[src/hw/rtl/fgti_pkg.sv]
// Shared types, constants and a saturating helper function of the trilinear field interpolator.
`timescale 1ns / 1ps
`default_nettype none

package fgti_pkg;

  // Fixed-point layout of the cell fractions and weights.
  localparam int FRAC_BITS = 12;
  localparam logic [12:0] FRAC_ONE = 13'd4096;

  // Item kinds on the input channel.
  localparam logic KIND_LOAD  = 1'b0;
  localparam logic KIND_QUERY = 1'b1;

  // Axis codes used while locating a point.
  localparam logic [1:0] AXIS_X = 2'd0;
  localparam logic [1:0] AXIS_Y = 2'd1;
  localparam logic [1:0] AXIS_Z = 2'd2;

  // Configuration register indexes.
  localparam logic [2:0] CFG_X_ORIGIN = 3'd0;
  localparam logic [2:0] CFG_Y_ORIGIN = 3'd1;
  localparam logic [2:0] CFG_Z_ORIGIN = 3'd2;
  localparam logic [2:0] CFG_X_STEP   = 3'd3;
  localparam logic [2:0] CFG_Y_STEP   = 3'd4;
  localparam logic [2:0] CFG_Z_STEP   = 3'd5;
  localparam logic [2:0] CFG_SCALE    = 3'd6;

  // Commands from the controller to the datapath.
  typedef struct packed {
    logic       capture;
    logic       ld_mul;
    logic       ld_wr;
    logic       ax_lim;
    logic       ax_chk;
    logic       div_step;
    logic       ax_fix;
    logic       base1;
    logic       base2;
    logic       c_addr;
    logic       c_m1;
    logic       c_m2;
    logic       c_acc;
    logic       fin;
    logic [1:0] axis;
    logic [2:0] corner;
  } cmd_t;

  // Status from the datapath to the controller.
  typedef struct packed {
    logic outside;
    logic div_last;
    logic out_free;
  } sts_t;

  // Saturate a signed value to the 24-bit field range.
  function automatic logic signed [23:0] sat24(input logic signed [63:0] v);
    logic signed [23:0] r;
    if (v > 64'sd8388607) begin
      r = 24'sh7fffff;
    end else if (v < -64'sd8388608) begin
      r = 24'sh800000;
    end else begin
      r = v[23:0];
    end
    return r;
  endfunction

endpackage

`default_nettype wire

[src/hw/rtl/fgti_ctrl.sv]
// Controller state machine that sequences loads and queries.
`timescale 1ns / 1ps
`default_nettype none

module fgti_ctrl import fgti_pkg::*; (
  input  wire logic clk,
  input  wire logic rst_n,
  input  wire logic in_valid,
  input  wire logic in_kind,
  output logic      in_ready,
  input  wire sts_t sts,
  output cmd_t      cmd
);

  typedef enum logic [13:0] {
    S_IDLE   = 14'b00000000000001,
    S_LD_MUL = 14'b00000000000010,
    S_LD_WR  = 14'b00000000000100,
    S_AX_LIM = 14'b00000000001000,
    S_AX_CHK = 14'b00000000010000,
    S_AX_DIV = 14'b00000000100000,
    S_AX_FIX = 14'b00000001000000,
    S_BASE1  = 14'b00000010000000,
    S_BASE2  = 14'b00000100000000,
    S_C_ADDR = 14'b00001000000000,
    S_C_M1   = 14'b00010000000000,
    S_C_M2   = 14'b00100000000000,
    S_C_ACC  = 14'b01000000000000,
    S_FIN    = 14'b10000000000000
  } state_t;

  state_t     state_r, state_nxt;
  logic [1:0] axis_r, axis_nxt;
  logic [2:0] corner_r, corner_nxt;

  assign in_ready = (state_r == S_IDLE);

  // Next-state logic and command decode.
  always_comb begin
    state_nxt    = state_r;
    axis_nxt     = axis_r;
    corner_nxt   = corner_r;
    cmd          = '0;
    cmd.axis     = axis_r;
    cmd.corner   = corner_r;
    case (state_r)
      S_IDLE: begin
        if (in_valid) begin
          cmd.capture = 1'b1;
          axis_nxt    = AXIS_X;
          corner_nxt  = 3'd0;
          state_nxt   = (in_kind == KIND_LOAD) ? S_LD_MUL : S_AX_LIM;
        end
      end
      S_LD_MUL: begin
        cmd.ld_mul = 1'b1;
        state_nxt  = S_LD_WR;
      end
      S_LD_WR: begin
        cmd.ld_wr = 1'b1;
        state_nxt = S_IDLE;
      end
      S_AX_LIM: begin
        cmd.ax_lim = 1'b1;
        state_nxt  = S_AX_CHK;
      end
      S_AX_CHK: begin
        cmd.ax_chk = 1'b1;
        state_nxt  = sts.outside ? S_FIN : S_AX_DIV;
      end
      S_AX_DIV: begin
        cmd.div_step = 1'b1;
        if (sts.div_last) begin
          state_nxt = S_AX_FIX;
        end
      end
      S_AX_FIX: begin
        cmd.ax_fix = 1'b1;
        if (axis_r == AXIS_Z) begin
          state_nxt = S_BASE1;
        end else begin
          axis_nxt  = axis_r + 2'd1;
          state_nxt = S_AX_LIM;
        end
      end
      S_BASE1: begin
        cmd.base1 = 1'b1;
        state_nxt = S_BASE2;
      end
      S_BASE2: begin
        cmd.base2 = 1'b1;
        state_nxt = S_C_ADDR;
      end
      S_C_ADDR: begin
        cmd.c_addr = 1'b1;
        state_nxt  = S_C_M1;
      end
      S_C_M1: begin
        cmd.c_m1  = 1'b1;
        state_nxt = S_C_M2;
      end
      S_C_M2: begin
        cmd.c_m2  = 1'b1;
        state_nxt = S_C_ACC;
      end
      S_C_ACC: begin
        cmd.c_acc = 1'b1;
        if (corner_r == 3'd7) begin
          state_nxt = S_FIN;
        end else begin
          corner_nxt = corner_r + 3'd1;
          state_nxt  = S_C_ADDR;
        end
      end
      S_FIN: begin
        // Wait until the output register is free before handing over the beat.
        if (sts.out_free) begin
          cmd.fin   = 1'b1;
          state_nxt = S_IDLE;
        end
      end
      default: begin
        state_nxt = S_IDLE;
      end
    endcase
  end

  // State registers.
  always_ff @(posedge clk) begin
    if (!rst_n) begin
      state_r  <= S_IDLE;
      axis_r   <= AXIS_X;
      corner_r <= 3'd0;
    end else begin
      state_r  <= state_nxt;
      axis_r   <= axis_nxt;
      corner_r <= corner_nxt;
    end
  end

endmodule

`default_nettype wire

[config.mk]
export PLATFORM = sky130hd
export DESIGN_NAME = fgti_ctrl
export DESIGN_NICKNAME = d
export VERILOG_FILES = /design/src/hw/rtl/fgti_pkg.sv /design/src/hw/rtl/fgti_ctrl.sv
export SDC_FILE = /design/constraint.sdc
export NUM_CORES = 1
export LEC_CHECK = 0
export ABC_AREA = 1
export BUFFER_PORTS_ARGS = -buffer_cell sky130_fd_sc_hd__buf_2
export CAP_MARGIN = 20
export CORE_MARGIN = 2
export CORE_UTILIZATION = 41
export DETAILED_ROUTE_END_ITERATION = 8
export PLACE_DENSITY = 0.62
export SETUP_SLACK_MARGIN = 0.1
export SYNTH_ARGS = -nofsm -noshare
export SYNTH_HDL_FRONTEND = slang
export SYNTH_SLANG_ARGS = --single-unit
[constraint.sdc]
create_clock -name clk -period 1.6 [get_ports clk]
set_input_delay 0.08 -clock clk [delete_from_list [all_inputs] [get_ports clk]]
set_output_delay 0.08 -clock clk [all_outputs]
set_load 0.005 [all_outputs]
# After elaboration in Yosys (flattened, before gate mapping)
# Cells that the tools add are included.
[op_classes]
shifts = 0
add_sub_neg = 2
n_div = 0
order_cmp = 0
n_mul = 0
muxes = 30
n_eq_ne = 21
bitwise_logic = 0
reduce_logical = 5
[op_table]
columns = ["operator", "count"]
rows = [
  ["one-hot mux 14 bit (13 select lines)", 1],
  ["2-to-1 mux 14 bit", 5],
  ["2-to-1 mux 1 bit", 16],
  ["== test 14 x 1 -> 1 bit (second input constant)", 1],
  ["== test 14 x 10 -> 1 bit (second input constant)", 1],
  ["== test 14 x 11 -> 1 bit (second input constant)", 1],
  ["== test 14 x 12 -> 1 bit (second input constant)", 1],
  ["== test 14 x 13 -> 1 bit (second input constant)", 1],
  ["== test 14 bit (second input constant)", 1],
  ["== test 14 x 2 -> 1 bit (second input constant)", 1],
  ["== test 14 x 3 -> 1 bit (second input constant)", 1],
  ["== test 14 x 4 -> 1 bit (second input constant)", 1],
  ["== test 14 x 5 -> 1 bit (second input constant)", 1],
  ["== test 14 x 6 -> 1 bit (second input constant)", 1],
  ["== test 14 x 7 -> 1 bit (second input constant)", 1],
  ["== test 14 x 8 -> 1 bit (second input constant)", 1],
  ["== test 14 x 9 -> 1 bit (second input constant)", 1],
  ["inequality test 2 bit (second input constant)", 5],
  ["AND reduction 3 bit", 3],
  ["2-to-1 mux 8 bit", 1],
  ["2-to-1 mux 3 bit", 2],
  ["one-hot mux 3 bit (2 select lines)", 1],
  ["2-to-1 mux 2 bit", 2],
  ["2-to-1 mux 4 bit", 1],
  ["other kinds (6)", 7],
]
[word_totals]
n_memories = 0
mem_bits_rw = 0
romBits = 0
elab_cells = 61
inputBits = 7
regBits = 19
latchBits = 0
output_inout_bits = 20

# Longest topological paths before layout
# Gate-level depths: netlist of run 1.
[depth]
ltp_word = 3
depth_mapped = 11
depth_no_buf = 11

# Worst setup path before layout of run 1
# OpenSTA, ideal clock, no wires.
[synth_path]
kind = "register -> register"
start = "register state_r[13]"
end = "register corner_r[0]"
arrival_time_ns = 1.197
path_slack_ns = 0.288
synth_period_minus_slack_ns = 1.312
required_ns = 1.485
stages_incl_launch_ff = 10
setup_ns = 0.115
path_buffers = 1
path_cell_list = "dfxtp_1 > nor2_2 > inv_2 > nor2_4 > buf_6 > nand3_4 > nand2_2 > nand2_2 > o21bai_1 > nor2_1"
[synth_via]
elab_chain_cells = 3
word_cells_on_any_way = 7
classes_between = "4 x eq/ne; 1 x mux; 2 x reduce/logical"
[synth_rtl]
columns = ["element", "line_no", "text"]
rows = [
  ["start: declaration", "fgti_ctrl.sv:32", "state_t state_r, state_nxt;"],
  ["start signal: assignment", "fgti_ctrl.sv:135", "state_r <= state_nxt;"],
  ["== test 14 x 13 -> 1 bit / == test 14 x 1 -> 1 bit (equally long branches)", "fgti_ctrl.sv:46", "case (state_r)"],
  ["inequality test 2 bit (no source line) / nonzero test 2 bit (equally long branches)", "--", ""],
  ["AND reduction 3 bit (no source line)", "--", ""],
  ["end signal: assignment", "fgti_ctrl.sv:137", "corner_r <= corner_nxt;"],
  ["end: declaration", "fgti_ctrl.sv:34", "logic [2:0] corner_r, corner_nxt;"],
]
# Parallel ways exist; a longest one is shown, timed or not.
# A chain may end at the register's enable or synchronous reset.

# Worst setup path in the final report of run 1
[layout_path]
start = "register state_r[13]"
end = "register state_r[4]"
[layout_via]
elab_chain_cells = 3
word_cells_on_any_way = 18
classes_between = "16 x eq/ne; 1 x mux; 1 x reduce/logical"
[layout_rtl]
columns = ["element", "line_no"]
rows = [
  ["== test 14 x 6 -> 1 bit (tied with other cells)", "fgti_ctrl.sv:46"],
  ["inequality test 2 bit (no source line)", "--"],
  ["AND reduction 3 bit (no source line)", "--"],
]
# Parallel ways exist; a longest one is shown, timed or not.

==> run summary, run 1 <==
Outcome - finished, violations left
Violated checks - setup timing
Slew at the pin closest to its max-slew limit - 552 ps
Post-layout util - 62.9%
Max IR drop VDD - 698 uV
Yosys top cell by area - dfxtp_1
Slew Limit Headroom - 63.2%
Vias in the first global route - 1205
Global-route wire length before repair - 5130 um
Initial DRC Count - 34
Ant. Diodes - 0
Main synth FF type - dfxtp_1
WP depth - 9
Die area - 3520 um2
Final instance area - 1870 um2
P&R area growth vs syn - 49.1%
Crit-path cells - nor2_4, inv_2, nor2_4, buf_12, buf_4, nand3b_1, nand3_4, buf_4, nor3_1
Critical path class - flip-flop to flip-flop
Reg2reg path depth - 9
PD cells - 1150 nW/um2
Fmax - 617 MHz
WP data required - 1810 ps
Crit-path slowest cell - dfxtp_1
# nets final - 250
Share of cells above drive strength 1 - 50.2%
Critical Path Start - state_r[13]
Max FO, Critical Path - 7
Final WS setup - -20.7 ps
Post-synth net total - 193
HP Class - primary input to flip-flop
Crit path max-delay family - simple AND/OR/NAND/NOR gates
Critical Path Source Type - flip-flop
Placed Cells incl. Taps - 240
Largest stage delay, worst path - 430 ps
Vias - 1325
Wirelength per Cell - 12.7 um
Register clock-pin slew on the reported worst setup and hold paths - 110 ps
Antenna Violating Nets Remaining - 0
Die Wd - 59.4 um
Inserted Clock Buffers - 3
Synth top cells by count - 34 x inv_1, 32 x nand2_1, 27 x nor2_1
Fin crit period - 1620 ps
Final Non-Filler Cells - 272
Place WS - 139 ps
Synthesis warning total - 0
Most common cell in the netlist - inv_1
Largest net degree at the start of global routing - 16
CTS root buf - clkbuf_4
Worst R2R Start - state_r[13]
Via/cell ratio - 4.87
Number of synthesized flops with an enable pin - 0
Detailed placement HPWL - 2060 um
Arrival time worst endpoint - 1830 ps
GR Overflow Total - 0
Hold_sp - rst_n
Sequential element share of the synthesized area - 30.3%
Leakage - 1.01 nW
Synth top area cells - dfxtp_1 30%, inv_1 10%, nand2_1 9.6%
Wirelength, routed - 3450 um
I/O pin count - 27
Core Area - 2980 um2
Row cnt - 20
Synth cell types - 27
CP endpoint kind - flip-flop
TritonCTS clock tree - built
Initial antenna violation count - 0
Ys async rst share - 0%
CTS Buffer Depth - 2
Port bufs - 26
Buf+Inv Stages, Crit Path - 4
Cell Area, Placed - 1420 um2
Pwr Total - 2.15 mW
Final Slew Violations - 0
Max-cap violations - 0
Fin. Hold Viols - 0
Skew final - 5.40 ps
Cells after synthesis - 183
Drt pass-1 iters - 4
Synth top area share - 30.3%
Final setup vio count - 5
Clock Latency Late Sink - 300 ps
Unrepaired setup endpoints after global routing - true
Drt drc - 0
H-Tree Depth - 1
Initial core utilization - 42.2%
Die extent in y - 59.4 um
Netlist Area Pre-Place - 1260 um2
Clk sinks - 19
FILL cells - 266
Final Cycle Share - 101%
GPL Wtd Cong - 0.766
Yosys reg bits - 19
Syn_area_per_cell - 6.86 um2
Cells on Worst Hold Path - 3
Total GRT Usage - 18.8%
==> state kept, by name, indices dropped and copies added, names as in the netlist <==
register  flops
state_r      14
corner_r      3
axis_r        2
==> where the power goes <==
part,internal (mW),switching [mW]
logic,0.563,0.729
clock network,0.0970,0.154
registers,0.537,0.0715
total,1.20,0.955
==> layer usage <==
layer / vias up / wire length [um] / GRT usage [%]
met4: 0 / 50 / 5.84
met1: 601 / 1550 / 26.0
met3: 7 / 213 / 2.62
li1: 678 / - / -
met2: 39 / 1640 / 30.0
met5: - / 0 / 0
==> worst reg2reg max path, cell delays in order, from the launching register on <==
cell	delay, ps
dfxtp_1	430
nor2_4	50
inv_2	60
nor2_4	50
buf_12	120
buf_4	130
nand3b_1	190
nand3_4	160
buf_4	170
nor3_1	160
==> metrics by stage <==
stage	hold slack (ps)	setup TNS (ps)
after floorplan	158	0
after global placement	268	0
after detailed placement	271	0
after CTS	40.3	0
after global routing	52.2	-1380
final	49.2	-58.1
==> cell type report <==
| cell class | count | area (um2) | share of cell area [%] |
|---|---|---|---|
| Inverter | 36 | 140 | 7.48 |
| Multi-Input combinational cell | 127 | 880 | 47.0 |
| Clock buffer | 4 | 26.3 | 1.40 |
| Timing Repair Buffer | 53 | 394 | 21.0 |
| Tap cell | 33 | 41.3 | 2.20 |
| Sequential cell | 19 | 392 | 20.9 |
==> kinds of logic after synthesis <==
| group | share of synthesized area (%) |
|---|---|
| AND/OR/NAND/NOR | 47.4 |
| buffers and inverters | 13.2 |
| flip-flops | 30.3 |
| AO/OA/AOI/OAI | 6.07 |
| adder cells (fa/ha/maj) | 2.99 |
==> what timing repair did <==
item                                   CTS  global route
gates resized for setup                 16            38
buffers inserted                        10            14
hold buffers                             1             0
endpoints found under the hold margin    1             0
pin swaps                                9            11
gates cloned                             1             2
setup endpoints to repair                9            33
==> cells in the final DEF, fill, tap and decap left out, drive strengths merged <==
| cell type | Yosys | routed |
|---|---|---|
| a21oi | 5 | 5 |
| buf | 2 | 52 |
| clkbuf | 1 | 4 |
| clkinv | 1 | 1 |
| dfxtp | 19 | 19 |
| dlygate4sd3 | 0 | 1 |
| ha | 3 | 3 |
| inv | 35 | 35 |
| nand2 | 41 | 41 |
| nand3 | 14 | 15 |
| nand3b | 3 | 3 |
| nor2 | 38 | 39 |
| nor3 | 10 | 10 |
| nor3b | 1 | 1 |
| o21ai | 5 | 5 |
| o21bai | 3 | 3 |
| or2 | 2 | 2 |
==> final timing paths <==
kind,slack (ps),endpoint
worst max-delay path,-20,state_r[4]
worst min-delay path,50,state_r[13]
worst max register to register,-20,state_r[4]
worst min register to register,480,axis_r[1]
(Power assumes the default switching activity.)
==> run 2: changes to the inputs <==
- ABC_AREA: 1 -> 0
- PLACE_DENSITY: 0.62 -> 0.63
==> run summary, run 2 <==
Outcome - finished, violations left
Violated checks - setup timing
Placed Cells incl. Taps - 221 (-7.9%)
Slew at the pin closest to its max-slew limit - 331 ps (-221 ps)
Largest register FFs - 14 (unchanged)
CTS root buf - clkbuf_4
DRT met1 WL - 2040 um (+32%)
Post-synth net total - 139 (-28%)
Initial antenna violation count - 0 (unchanged)
Via/cell ratio - 6.02 (+24%)
Max IR drop VDD - 407 uV (-42%)
Main synth FF type - dfxtp_1
Detailed placement HPWL - 2580 um (+25%)
Synth top area cells - dfxtp_1 35%, nor4b_1 5.6%, and2_1 4.0%
Critical Path Source Type - flip-flop
Sequential element share of the synthesized area - 34.7% (+4.4 points)
Sequential share of power - 44.5% (+16 points)
Port bufs - 26 (unchanged)
Cell Area, Placed - 1550 um2 (+8.8%)
Largest net degree at the start of global routing - 12 (-4)
Sw Share - 31.9% (-12 points)
Post-layout util - 83.6% (+21 points)
Number of synthesized flops with an enable pin - 0 (unchanged)
Synthesis warning total - 0 (unchanged)
Crit-path slowest cell - dfxtp_4
Inserted Clock Buffers - 3 (unchanged)
Antenna Violating Nets Remaining - 0 (unchanged)
Max Used Layer - met4
# nets final - 228 (-8.8%)
Clk sinks - 19 (unchanged)
Global-route wire length before repair - 6700 um (+31%)
Wirelength per Cell - 19.8 um (+56%)
Yosys top cell by area - dfxtp_1
Drt pass-1 iters - 4 (unchanged)
Synth top cells by count - 19 x dfxtp_1, 10 x nand2_1, 10 x nor2_1
TritonCTS clock tree - built
Largest stage delay, worst path - 390 ps (-40 ps)
Critical path class - flip-flop to output port
FILL cells - 139 (-48%)
Clock power share - 23.0% (+11 points)
Wirelength, routed - 4890 um (+42%)
Final Cycle Share - 125% (+23 points)
Combinational Power Share - 32.5% (-27 points)
GR Overflow Total - 0 (unchanged)
I/O pin count - 27 (unchanged)
Ant. Diodes - 0 (unchanged)
WL met2 - 2360 um (+44%)
Crit-path cells - nor4_4, nand2_4, nor2_4, nand2_2, nor3b_2, buf_2
Row cnt - 18 (-10%)
Clock Latency Late Sink - 310 ps (about the same)
Cells after synthesis - 129 (-30%)
WP data required - 1520 ps (-290 ps)
Core Area - 2500 um2 (-16%)
Initial DRC Count - 63 (+85%)
Leakage - 0.949 nW (-6.3%)
Synth cell types - 42 (+56%)
Netlist Area Pre-Place - 1100 um2 (-13%)
Max-cap violations - 0 (unchanged)
Max FO, Critical Path - 5 (-2)
Die extent in y - 55.7 um (-6.1%)
Most common cell after layout, fill and taps aside - buf_4
Initial core utilization - 43.9% (+1.7 points)
GPL Wtd Cong - 0.899 (+17%)
Syn_area_per_cell - 8.51 um2 (+24%)
Fin crit period - 1990 ps (+374 ps)
Psw - 0.357 mW (-63%)
Pwr Total - 1.12 mW (-48%)
Largest reg by FF count - state_r
Arrival time worst endpoint - 1910 ps (+80 ps)
Skew final - 2.17 ps (-3.23 ps)
Fmax - 501 MHz (-19%)
Synth top area share - 34.7% (+4.4 points)
Unrepaired setup endpoints after global routing - true
Final Non-Filler Cells - 247 (-9.2%)
Vias - 1488 (+12%)
Final setup vio count - 34 (+29)
Fin. Hold Viols - 0 (unchanged)
Share of cells above drive strength 1 - 68.7% (+18 points)
Final instance area - 2090 um2 (+12%)
Met3 WL - 341 um (+60%)
Final WS setup - -395 ps (-374 ps)
PD cells - 536 nW/um2 (-53%)
Yosys reg bits - 19 (unchanged)
Slew Limit Headroom - 77.8% (+15 points)
HP Class - primary input to flip-flop
CP endpoint kind - output port
Buf+Inv Stages, Crit Path - 1 (-3)
Setup TNS Final - -7460 ps (-7400 ps)
Most common cell in the netlist - dfxtp_1
Ys async rst share - 0% (unchanged)
Die area - 3110 um2 (-12%)
CTS Buffer Depth - 2 (unchanged)
P&R area growth vs syn - 90.5%
Drt drc - 0 (unchanged)
Regs by FF count - state_r (14), corner_r (3), axis_r (2)
Most frequent cells in the layout - 45 x buf_4, 21 x buf_2, 19 x buf_6
Die Wd - 55.7 um (-6.1%)
Total GRT Usage - 26.9% (+8.1 points)
Int Power - 0.763 mW (-36%)
H-Tree Depth - 1 (unchanged)
Final Slew Violations - 0 (unchanged)
Crit path max-delay family - simple AND/OR/NAND/NOR gates
Register clock-pin slew on the reported worst setup and hold paths - 110 ps (about the same)
Vias in the first global route - 1435 (+19%)
==> run 2: changes by cell type in the layout (fill, tap and decap cells not counted), moves of 10 or more <==
| cell | change |
|---|---|
| buf_4 | +24 |
| buf_6 | +16 |
| inv_1 | -24 |
| nand2_1 | -18 |
| nand2_2 | -10 |
| nor2_1 | -17 |
| nor2_4 | -12 |
==> run 2: repair_timing <==
item	CTS	global route
buffers inserted	13	11
endpoints found under the hold margin	1	0
pin swaps	20	17
resized for setup	58	32
hold buffers	1	0
setup endpoints to repair	33	34
==> run 2: final cells by class <==
cell class              count  area [um2]  share of cell area [%]
flip-flops and latches     19         394                    18.9
multi-input cells         100         918                    43.9
well taps                  30        37.5                    1.80
clock buffers               3        22.5                    1.08
repair buffers             87         687                    32.9
clock inverters             1        5.00                   0.239
inverters                   7        26.3                    1.26
==> run 2: worst register-to-register path, stage by stage, from the launching register on <==
cell and delay [ps]:
dfxtp_2 360, nor4_4 380, buf_4 200, nand2_1 60
o41ai_2 320, buf_4 200, or2_4 190, nor2_2 60
==> run 2: metal layers <==
layer,track usage [%],vias to the layer above
met5,0,-
met4,11.5,0
met3,4.42,18
met2,45.9,81
met1,33.0,724
li1,-,665
==> run 2: cell families (layout without fill, tap and decap cells) <==
kind of cell,Yosys count,count (layout),synth area share (%)
xor gates and xnor gates,3,3,2.39
AOI/OAI and AO/OA,24,24,13.7
adders and majority gates,3,3,3.42
DFF,19,19,34.7
buffers and inverters,10,98,4.56
and+or+nand+nor,70,70,41.3
==> run 2: metrics by stage <==
step	worst slack, ps	hold WS (ps)
after global routing	-433	39.8
final	-395	32.3
after floorplan	-221	156
after global placement	-158	260
after CTS	-269	44.8
after detailed placement	-192	265
==> run 2: final timing paths <==
path | endpoint | startpoint | slack, ps | depth (start not counted)
max | cmd[10] | state_r[2] | -390 | 6
min | state_r[5] | sts[2] | 30 | 3
max reg2reg | state_r[3] | state_r[7] | -270 | 7
min reg2reg | axis_r[0] | axis_r[0] | 500 | 2
==> run 2: power by group through the flow <==
stage               logic, mW  clock network, mW  registers (mW)
CTS                     0.297              0.252           0.495
global route            0.382              0.276           0.500
detailed placement      0.219                  0           0.505
finish                  0.364              0.257           0.499
floorplan               0.109                  0           0.507
global placement        0.215                  0           0.505
==> run 3: changes to the inputs <==
- CORE_UTILIZATION: 41 -> 35
- PLACE_DENSITY: 0.63 -> 0.55
==> run summary, run 3 (synthesis gave the netlist of run 2 again) <==
Regs by FF count - state_r (14), corner_r (3), axis_r (2)
Row cnt - 20 (+2)
Initial DRC Count - 79 (+25%)
CP endpoint kind - output port
Outcome - finished, violations left
Port bufs - 26 (unchanged)
Initial antenna violation count - 0 (unchanged)
Drt pass-1 iters - 4 (unchanged)
Initial core utilization - 36.2% (-7.7 points)
PD cells - 546 nW/um2 (+1.9%)
Antenna Violating Nets Remaining - 0 (unchanged)
Minimum hold slack - 29.5 ps (-2.79 ps)
Max FO, Critical Path - 3 (-2)
Violated checks - setup timing
Vias in the first global route - 1316 (-8.3%)
HP Class - primary input to flip-flop
Largest net degree at the start of global routing - 11 (-1)
Placed Cells incl. Taps - 235 (+6.3%)
Final WS setup - -350 ps (+44.9 ps)
Drt drc - 0 (unchanged)
Die Wd - 60.0 um (+7.6%)
Fin. Hold Viols - 0 (unchanged)
Final Slew Violations - 0 (unchanged)
Critical Path Source Type - flip-flop
Clock Latency Late Sink - 310 ps (about the same)
Max-cap violations - 0 (unchanged)
Detailed placement HPWL - 2520 um (-2.4%)
Arrival time worst endpoint - 1870 ps (-40 ps)
Fin crit period - 1950 ps (-44.9 ps)
Final Cycle Share - 122% (-2.8 points)
Fmax - 513 MHz (+2.3%)
P&R area growth vs syn - 92.0%
Vias - 1392 (-6.5%)
Skew final - 24.9 ps (+22.7 ps)
Largest reg by FF count - state_r
Slew Limit Headroom - 74.3% (-3.5 points)
Slew at the pin closest to its max-slew limit - 381 ps (+50.0 ps)
Inserted Clock Buffers - 3 (unchanged)
Final Non-Filler Cells - 260 (+5.3%)
Global-route wire length before repair - 6030 um (-10%)
Ant. Diodes - 0 (unchanged)
CTS root buf - clkbuf_4
Register clock-pin slew on the reported worst setup and hold paths - 140 ps (+30 ps)
Core Area - 3030 um2 (+21%)
GR Overflow Total - 0 (unchanged)
FILL cells - 212 (+53%)
GPL Wtd Cong - 0.829 (-7.8%)
Unrepaired setup endpoints after global routing - true
Via/cell ratio - 5.35 (-11%)
Die area - 3600 um2 (+16%)
Wirelength per Cell - 16.0 um (-19%)
TritonCTS clock tree - built
Clk sinks - 19 (unchanged)
Max IR drop VDD - 422 uV (+3.8%)
Most frequent cells in the layout - 44 x buf_4, 23 x buf_6, 17 x buf_2
Post-layout util - 69.6% (-14 points)
CTS Buffer Depth - 2 (unchanged)
H-Tree Depth - 1 (unchanged)
Most common cell after layout, fill and taps aside - buf_4
WP data required - 1520 ps (about the same)
Share of cells above drive strength 1 - 65.7% (-2.9 points)
Die extent in y - 60.0 um (+7.6%)
Critical path class - flip-flop to output port
Largest register FFs - 14 (unchanged)
Final setup vio count - 33 (-2.9%)
I/O pin count - 27 (unchanged)
# nets final - 227 (-0.44%)
Wirelength, routed - 4160 um (-15%)
Leakage - 0.937 nW (-1.2%)
Total GRT Usage - 21.9% (-5.0 points)
==> run 3: path summary, 6_finish.rpt <==
kind              startpoint           to  slack (ps)  cells past startpoint
setup / recovery  state_r[2]       cmd[7]        -350                      6
hold / removal         rst_n  corner_r[0]          30                      3
setup reg to reg  state_r[2]   state_r[0]        -340                      8
hold reg to reg    axis_r[0]    axis_r[0]         520                      2
==> run 3: layer usage <==
layer / vias to the layer above / GRT usage (%) / part of all wire (%)
met5: - / 0 / 0
met4: 0 / 7.62 / 1.3
met3: 6 / 2.60 / 4.8
met2: 45 / 36.3 / 51
met1: 679 / 29.1 / 43
li1: 662 / - / -
==> run 3: cell type report <==
cell class	instances	area (um2)	share of cell area (%)
well taps	44	55.1	2.61
inverters	7	28.8	1.37
repair buffers	86	704	33.4
multi-input cells	100	896	42.5
flip-flops and latches	19	397	18.8
clock buffers	4	26.3	1.25
==> run 3: stage by stage <==
| stage | cell area, um2 | setup TNS [ps] | setup WS (ps) | total power [mW] |
|---|---|---|---|---|
| after global routing | 2110 | -9150 | -412 | 1.19 |
| after global placement | 1560 | -2160 | -171 | 0.718 |
| after floorplan | 1110 | -2010 | -221 | 0.616 |
| final | 2110 | -5950 | -350 | 1.15 |
| after detailed placement | 1560 | -2200 | -207 | 0.721 |
| after CTS | 1920 | -4040 | -236 | 1.08 |
==> run 3: power breakdown <==
group / switching, mW / leakage, nW / internal [mW]
Combinational: 0.166 / 0.764 / 0.221
Sequential: 0.0154 / 0.158 / 0.483
Clock: 0.167 / 0.0150 / 0.0972
Total: 0.349 / 0.937 / 0.801
==> run 3: repair_timing <==
action,in CTS,in global routing
hold endpoints to repair,1,0
gates cloned,0,0
buffers inserted,13,9
resized for setup,60,30
hold buffers,1,0
pin swaps,22,11
endpoints found under the setup margin,34,34
==> run 3: worst max-delay path, stage by stage (launching register included) <==
cell     delay, ps
dfxtp_4        380
nor4_4         410
nand2_4        130
buf_12         150
nor4_4         260
buf_4          170
buf_6           80
